## src/hw/rtl/assert_macros.svh

```systemverilog
// Assertion helpers, included by the RTL file that carries checks.
`ifndef ASSERT_MACROS_SVH
`define ASSERT_MACROS_SVH

// Same-cycle implication, muted while reset is high.
`define ASSERT_IMPLY(label, clk, rst, ante, cons) \
   label: assert property (@(posedge clk) disable iff (rst) (ante) |-> (cons)) \
      else $error("assertion failed: same-cycle implication");

// Next-cycle implication, muted while reset is high.
`define ASSERT_NEXT(label, clk, rst, ante, cons) \
   label: assert property (@(posedge clk) disable iff (rst) (ante) |=> (cons)) \
      else $error("assertion failed: next-cycle implication");

`endif

```

## src/hw/rtl/mve_pkg.sv

```systemverilog
`default_nettype none
package mve_pkg;

   // Block dimensions.
   localparam int MOTORS    = 8;
   localparam int POS_DEPTH = 16;
   localparam int VEL_DEPTH = 16;

   localparam int MOT_W   = (MOTORS > 1) ? $clog2(MOTORS) : 1;
   localparam int PSLOT_W = $clog2(POS_DEPTH);
   localparam int VSLOT_W = (VEL_DEPTH > 1) ? $clog2(VEL_DEPTH) : 1;
   localparam int WIN_W   = 5;

   // Field widths.
   localparam int TIME_W = 32;
   localparam int POS_W  = 24;
   localparam int VEL_W  = 32;
   localparam int DIFF_W = POS_W + 1;
   localparam int SUM_W  = VEL_W + VSLOT_W;

   // Divider sizing: |diff| * 1e6 plus half the divisor.
   localparam int SCALE_W    = 20;
   localparam int PROD_W     = DIFF_W + SCALE_W;
   localparam int DIV_NUM_W  = PROD_W + 1;
   localparam int DIV_DEN_W  = 32;
   localparam int DIV_CNT_W  = $clog2(DIV_NUM_W + 1);

   localparam logic [SCALE_W-1:0] US_PER_SEC = SCALE_W'(1000000);

   // Configuration port.
   localparam int CSR_IDX_W = 2;
   localparam int CSR_DAT_W = 16;
   localparam logic [CSR_IDX_W-1:0] CSR_MIN_INTERVAL = 2'd0;
   localparam logic [CSR_IDX_W-1:0] CSR_POS_WINDOW   = 2'd1;
   localparam logic [CSR_IDX_W-1:0] CSR_VEL_WINDOW   = 2'd2;

   localparam logic [15:0]      MIN_INTERVAL_RST = 16'd250;
   localparam logic [WIN_W-1:0] POS_WINDOW_RST   = 5'd8;
   localparam logic [WIN_W-1:0] VEL_WINDOW_RST   = 5'd4;

   // Commands from the controller to the datapath.
   typedef struct packed {
      logic             load;
      logic             gate;
      logic             pos_wr;
      logic             mul;
      logic             div_vel;
      logic             vel_wr;
      logic             sum_clr;
      logic             sum_rd;
      logic             sum_acc;
      logic             div_mean;
      logic             mean_wr;
      logic [MOT_W-1:0] motor;
      logic [VSLOT_W-1:0] slot;
   } cmd_type;

   // Status from the datapath to the controller.
   typedef struct packed {
      logic             take;
      logic             pos_full;
      logic             vel_full;
      logic             div_done;
      logic [WIN_W-1:0] vel_win;
   } stat_type;

endpackage
`default_nettype wire

```

## src/hw/rtl/mve_ctrl.sv

```systemverilog
`default_nettype none
// Controller: sequences gate, per-motor difference and per-motor mean.
module mve_ctrl import mve_pkg::*; (
   input  wire logic     clock,
   input  wire logic     reset,
   input  wire logic     req_valid,
   output logic          req_ready,
   output logic          rsp_valid,
   input  wire logic     rsp_ready,
   input  wire stat_type stat,
   output cmd_type       cmd
);

   localparam logic [3:0] S_IDLE   = 4'd0;
   localparam logic [3:0] S_GATE   = 4'd1;
   localparam logic [3:0] S_PWR    = 4'd2;
   localparam logic [3:0] S_MUL    = 4'd3;
   localparam logic [3:0] S_DVEL   = 4'd4;
   localparam logic [3:0] S_WVEL   = 4'd5;
   localparam logic [3:0] S_VWR    = 4'd6;
   localparam logic [3:0] S_MCHK   = 4'd7;
   localparam logic [3:0] S_SRD    = 4'd8;
   localparam logic [3:0] S_SACC   = 4'd9;
   localparam logic [3:0] S_DMEAN  = 4'd10;
   localparam logic [3:0] S_WMEAN  = 4'd11;
   localparam logic [3:0] S_MWR    = 4'd12;
   localparam logic [3:0] S_OUT    = 4'd13;

   localparam logic [MOT_W-1:0] LAST_MOTOR = MOT_W'(MOTORS - 1);

   logic [3:0]         state_ff;
   logic [3:0]         state_in;
   logic [MOT_W-1:0]   motor_ff;
   logic [MOT_W-1:0]   motor_in;
   logic [VSLOT_W-1:0] slot_ff;
   logic [VSLOT_W-1:0] slot_in;
   logic               last_slot;

   assign last_slot = ({1'b0, slot_ff} == stat.vel_win - 1'b1);

   // Next state and datapath commands.
   always_comb begin
      state_in  = state_ff;
      motor_in  = motor_ff;
      slot_in   = slot_ff;
      cmd       = '0;
      cmd.motor = motor_ff;
      cmd.slot  = slot_ff;
      req_ready = 1'b0;
      rsp_valid = 1'b0;
      unique case (state_ff)
         S_IDLE: begin
            req_ready = 1'b1;
            if (req_valid) begin
               cmd.load = 1'b1;
               state_in = S_GATE;
            end
         end
         S_GATE: begin
            cmd.gate = 1'b1;
            motor_in = '0;
            state_in = stat.take ? S_PWR : S_MCHK;
         end
         S_PWR: begin
            cmd.pos_wr = 1'b1;
            if (stat.pos_full) begin
               state_in = S_MUL;
            end else if (motor_ff == LAST_MOTOR) begin
               state_in = S_MCHK;
            end else begin
               motor_in = motor_ff + 1'b1;
            end
         end
         S_MUL: begin
            cmd.mul  = 1'b1;
            state_in = S_DVEL;
         end
         S_DVEL: begin
            cmd.div_vel = 1'b1;
            state_in    = S_WVEL;
         end
         S_WVEL: begin
            if (stat.div_done) state_in = S_VWR;
         end
         S_VWR: begin
            cmd.vel_wr = 1'b1;
            if (motor_ff == LAST_MOTOR) begin
               state_in = S_MCHK;
            end else begin
               motor_in = motor_ff + 1'b1;
               state_in = S_PWR;
            end
         end
         S_MCHK: begin
            motor_in    = '0;
            slot_in     = '0;
            cmd.sum_clr = 1'b1;
            state_in    = stat.vel_full ? S_SRD : S_OUT;
         end
         S_SRD: begin
            cmd.sum_rd = 1'b1;
            state_in   = S_SACC;
         end
         S_SACC: begin
            cmd.sum_acc = 1'b1;
            if (last_slot) begin
               slot_in  = '0;
               state_in = S_DMEAN;
            end else begin
               slot_in  = slot_ff + 1'b1;
               state_in = S_SRD;
            end
         end
         S_DMEAN: begin
            cmd.div_mean = 1'b1;
            state_in     = S_WMEAN;
         end
         S_WMEAN: begin
            if (stat.div_done) state_in = S_MWR;
         end
         S_MWR: begin
            cmd.mean_wr = 1'b1;
            cmd.sum_clr = 1'b1;
            if (motor_ff == LAST_MOTOR) begin
               state_in = S_OUT;
            end else begin
               motor_in = motor_ff + 1'b1;
               state_in = S_SRD;
            end
         end
         S_OUT: begin
            rsp_valid = 1'b1;
            if (rsp_ready) state_in = S_IDLE;
         end
         default: state_in = S_IDLE;
      endcase
   end

   always_ff @(posedge clock) begin
      if (reset) begin
         state_ff <= S_IDLE;
         motor_ff <= '0;
         slot_ff  <= '0;
      end else begin
         state_ff <= state_in;
         motor_ff <= motor_in;
         slot_ff  <= slot_in;
      end
   end

endmodule
`default_nettype wire

```

## config.mk

```make
export PLATFORM = sky130hd
export DESIGN_NAME = mve_ctrl
export DESIGN_NICKNAME = d
export VERILOG_FILES = /design/src/hw/rtl/assert_macros.svh /design/src/hw/rtl/mve_pkg.sv /design/src/hw/rtl/mve_ctrl.sv
export SDC_FILE = /design/constraint.sdc
export NUM_CORES = 1
export LEC_CHECK = 0
export ABC_AREA = 0
export BUFFER_PORTS_ARGS = -buffer_cell sky130_fd_sc_hd__buf_2
export CORE_UTILIZATION = 45
export CTS_CLUSTER_SIZE = 10
export DETAILED_ROUTE_END_ITERATION = 8
export PLACE_DENSITY = 0.84
export SETUP_SLACK_MARGIN = 0.1
export SLEW_MARGIN = 25
export SYNTH_ARGS = -nofsm -noshare
export SYNTH_HDL_FRONTEND = slang
export SYNTH_SLANG_ARGS = --single-unit
```

## constraint.sdc

```tcl
create_clock -name clock -period 1.8 [get_ports clock]
set_clock_uncertainty 0.2 [all_clocks]
set_input_delay 0.09 -clock clock [delete_from_list [all_inputs] [get_ports clock]]
set_output_delay 0.09 -clock clock [all_outputs]
set_load 0.01 [all_outputs]
```

[Word level (Yosys, flattened, before mapping)]
Cells that the tools add are included.
Cells by class
  reduce and logical (&&, ||, !) cells: 8
  $add $sub $neg: 3
  muxes and demuxes: 31
  eq/ne operators: 21
Operators by type and width (count)
  4-bit one-hot mux with 14 select lines: 1
  4-bit two-way mux: 7
  4-bit == test, second input constant: 6
  3-bit two-way mux: 6
  4-bit by 3-bit == test with 1-bit output, second input constant: 4
  1-bit two-way mux: 14
  2-bit != test, second input constant: 5
  3-bit one-hot mux with 3 select lines: 1
  4-bit by 2-bit == test with 1-bit output, second input constant: 2
  4-bit one-hot mux with 2 select lines: 1
  2-bit OR reduction: 3
  4-bit by 5-bit == test with 1-bit output: 1
  5-bit AND reduction: 1
  5-bit by 1-bit subtractor with 5-bit output, second input constant: 1
  4-bit by 1-bit adder with 4-bit output, second input constant: 1
  4-bit by 1-bit == test with 1-bit output, second input constant: 1
  4-bit zero test: 1
  3-bit by 1-bit adder with 3-bit output, second input constant: 1
  3-bit == test, second input constant: 1
  3-bit != test, second input constant: 1
  3-bit nonzero test: 1
  2-bit two-way mux: 1
  2-bit AND reduction: 1
  2-bit nonzero test: 1
Word-level totals
  output and inout bits: 20
  flip-flop bits (word level): 11

[Depth between registers and ports, before layout]
  depth after elaboration: 4
  depth in mapped cells: 7

[Least setup slack after synthesis]
Ideal clock, no wire load.
  path kind: register to register
  start: reg motor_ff[0]
  end: reg state_ff[0]
  path slack: -0.200 ns
  data arrival time: 1.671 ns
  path buffers: 0
  data required time: 1.471 ns
  clock period less this slack: 2.000 ns
  stages on the path, launching flop included: 7
  path through: dfxtp_1 > ha_1 > ha_1 > or4_4 > o211ai_2 > mux2i_1 > nor2_1
On the way
  longest elaborated chain between the ends: 3
  elaborated cells between the ends (all ways): 6
  those cells by class: eq/ne (2); mux (3); reduce/logical (1)
RTL lines
  start, declared: RTL line mve_ctrl.sv:33  | logic [MOT_W-1:0] motor_ff;
  start signal, assigned: RTL line mve_ctrl.sv:146  | motor_ff <= motor_in;
  3-bit == test (*): RTL line mve_ctrl.sv:68, mve_ctrl.sv:87, mve_ctrl.sv:124
  3-bit two-way mux (tied with other cells): RTL line mve_ctrl.sv:124  | if (motor_ff == LAST_MOTOR) begin
  4-bit one-hot mux with 14 select lines / 5-bit AND reduction (equally long branches)
  end signal, assigned: RTL line mve_ctrl.sv:145  | state_ff <= state_in;
  end, declared: RTL line mve_ctrl.sv:31  | logic [3:0] state_ff;
Every way passes the cells marked *; elsewhere a longest branch is shown, timed or not.
A chain may end at the register's enable or synchronous reset.

[Final worst setup path]
Ends and elaborated chain as after synthesis.

==> impl_metrics.csv <==
group,metric,value,unit
outcome,status,"finished with violations",
outcome,failed_checks,"hold timing, setup timing",
final_layout,area_growth,53.1,%
routing,wirelength,3500,um
power_and_ir_drop,leakage,0.666,nW
timing,worst_pin_slew,364,ps
worst_setup_path,setup.worst_path.start_class,"register",
final_layout,final_cell_mix,"buf_2, buf_4, nor2_1",
worst_setup_path,critical-path-slowest-cell,"or4_4",
worst_hold_path,min_path_type,"in2reg",
worst_setup_path,r2r-end,"state_ff[0]",
worst_setup_path,end_kind,"register",
worst_setup_path,worstSetupEndpoint,"state_ff[0]",
clocking,clk_latency,280,ps
routing,wl_per_cell,16.2,um
clocking,clockRootBuffer,"clkbuf_4",
synth,synth_seq_area_share,0.215,
timing,hold_viol_final,4,
final_layout,diodes,0,
clocking,cts_max_level,1,
routing,vias_per_cell,5.89,
clocking,cts_tree,"done",
timing,setup_viol,4,
run,cap_violations,0,
synth,syn_inst,137,
final_layout,drive_above_1_share,0.471,
worst_setup_path,cp_common_cell,"ha_4",
place,dpl.hpwl,2200,um
synth,synth_seq_cells,11,
routing,drt_iter0_markers,50,
synth,ys_types,43,
synth,syn_nets,154,
worst_setup_path,reg2reg_depth,6,
place,place.gp.congestion,0.952,
worst_setup_path,cp.arrival,1940,ps
timing,drv_slew,0,
final_layout,layout_commonest_cell,"buf_2",
timing,rsz0062_at_grt,"true",
synth,yosys_most_used_dff,"dfxtp_1",
clocking,cts_sinks,11,
worst_setup_path,r2r_slack,-180,ps
floorplan,die_h,49.7,um
power_and_ir_drop,irDropWorstVdd,774,uV
global_route,grt_pass1_wl,5150,um
clocking,clkTransAtPathRegs,80,ps
worst_setup_path,critPathLaunch,"motor_ff[0]",
routing,firstDrtPassIters,4,
floorplan,initial_core_util,0.501,
timing,layout_min_cycle_time,1980,ps
clocking,cts_buffers,3,
timing,fin_setup_tns,-581,ps
worst_setup_path,worstPathRequired,1760,ps
final_layout,fill_cells,150,
global_route,grt_max_degree,21,
worst_setup_path,max_stage_delay,540,ps
worst_setup_path,crit_chain,"ha_4 > ha_4 > or4_4 > o211ai_4 > mux2i_1 > nor2_1",
floorplan,core.rowCount,16,
global_route,grt_pass1_vias,1170,
floorplan,io_pins,33,
timing,holdWs,-133,ps
timing,slew_headroom,0.756,
final_layout,ff_latch_area,230,um^2
place,io_buffer_count,32,
routing,ant_nets,0,
global_route,gr-total-overflow,0,
timing,setup_slack,-181,ps
routing,drc,0,
synth,netlist_area,1020,um^2
floorplan,core_region_area,2040,um^2
synth,ys_warn_count,0,
worst_setup_path,timing.rr.start,"motor_ff[0]",
routing,route.vias.total,1273,
floorplan,chipWidth,49.7,um
worst_setup_path,path_max_fanout,2,
global_route,antenna_found_initial,0,
timing,fmax,505,MHz
final_layout,nets,207,
global_route,grt_use_total,0.275,
synth,async_flop_share,0,
synth,synth-edff-count,0,
place,dp_slack,-90.0,ps
power_and_ir_drop,power-per-cell-area,1270,nW/um^2
synth,syn_avg_cell_area,7.47,um^2
worst_setup_path,critPathKind,"reg2reg",
clocking,clk_path_buf_depth,2,
power_and_ir_drop,power,1.98,mW
final_layout,multiInputGateArea,846,um^2
floorplan,die_area,2470,um^2
timing,finalCritPeriodShare,1.10,
-- per-stage QoR --
| step | cells | instance area [um^2] | utilization |
|---|---|---|---|
| after global routing | 216 | 1570 | 0.767 |
| after floorplan | 137 | 1060 | - |
| after CTS | 211 | 1430 | 0.700 |
| after detailed placement | 207 | 1370 | 0.671 |
| after global placement | 207 | 1370 | 0.671 |
| final | 216 | 1570 | 0.767 |
-- logic make-up after synthesis --
kind of cell             after synthesis  share of synthesized area
AO/OA/AOI/OAI                         30                      0.226
XOR/XNOR                               6                     0.0513
multiplexers                           3                     0.0293
AND/OR/NAND/NOR                       66                      0.355
buffers and inverters                 17                     0.0746
adder cells (fa/ha/maj)                4                     0.0489
flip-flops                            11                      0.215
-- layout make-up --
| cell class | count | share of cell area |
|---|---|---|
| tap | 27 | 0.0216 |
| clock buffer | 4 | 0.0168 |
| multi-input combinational | 109 | 0.540 |
| inverter | 8 | 0.0192 |
| sequential | 11 | 0.147 |
| timing repair buffer | 57 | 0.256 |
-- cells in the mapped netlist (2+ instances only) --
library cell / number / area [um^2]
nand3b_1: 2 / 15.0
nand4b_1: 3 / 26.3
o32ai_2: 2 / 32.5
buf_2: 4 / 20.0
o21ai_1: 2 / 10.0
clkbuf_1: 2 / 7.51
xor2_1: 2 / 17.5
xnor2_1: 4 / 35.0
mux2i_1: 3 / 30.0
o21bai_1: 2 / 15.0
a32oi_1: 2 / 17.5
ha_1: 4 / 50.1
o32a_1: 2 / 20.0
or2_1: 3 / 18.8
nand3_1: 4 / 20.0
o21ai_0: 4 / 20.0
inv_1: 7 / 26.3
nor2_1: 17 / 63.8
buf_1: 2 / 7.51
nor3_1: 7 / 35.0
a31oi_1: 4 / 25.0
nor2b_1: 3 / 18.8
a21oi_1: 6 / 30.0
dfxtp_1: 11 / 220
nand2_1: 10 / 37.5
nand2b_1: 8 / 50.1
-- sequential cells by signal, indices dropped and copies added (netlist names) --
signal and flops:
state_ff 4, motor_ff 3, slot_ff 4
-- worst min-delay path by stage --
stage                      from     endpoint  slack (ps)  depth (start not counted)
final                     reset   slot_ff[3]        -130                          2
after global routing      reset   slot_ff[3]        -100                          2
after CTS                 reset  motor_ff[1]         -50                          2
after detailed placement  reset   slot_ff[0]         230                          2
after global placement    reset  motor_ff[0]         220                          2
after floorplan           reset  state_ff[2]           6                          1
-- critical path, delay by kind of cell (launching register included) --
kind | cells | cell delay, ps
compound gates | 1 | 130
mux | 1 | 260
flops | 1 | 340
fa+ha+maj | 2 | 310
simple gates | 2 | 620
-- routing by layer --
| layer | global-route usage | vias up | part of all wire | routed length [um] |
|---|---|---|---|---|
| li1 | - | 605 | - | - |
| met1 | 0.317 | 600 | 0.39 | 1360 |
| met2 | 0.466 | 58 | 0.53 | 1840 |
| met3 | 0.0463 | 10 | 0.057 | 200 |
| met4 | 0.171 | 0 | 0.030 | 105 |
| met5 | 0 | - | 0 | 0 |
-- report_power, final --
| group | switching (mW) | leakage [nW] | total, mW | internal [mW] |
|---|---|---|---|---|
| logic | 0.731 | 0.558 | 1.45 | 0.721 |
| registers | 0.0548 | 0.0925 | 0.354 | 0.299 |
| clock network | 0.0916 | 0.0150 | 0.178 | 0.0861 |
-- timing repair --
item                                    4_1_cts  5_1_grt
buffers inserted                              0        4
resized for setup                             7       24
endpoints found under the setup margin       10       18
pin swaps                                     4        8
hold endpoints to repair                     10        7
(Power assumes the default switching activity.)
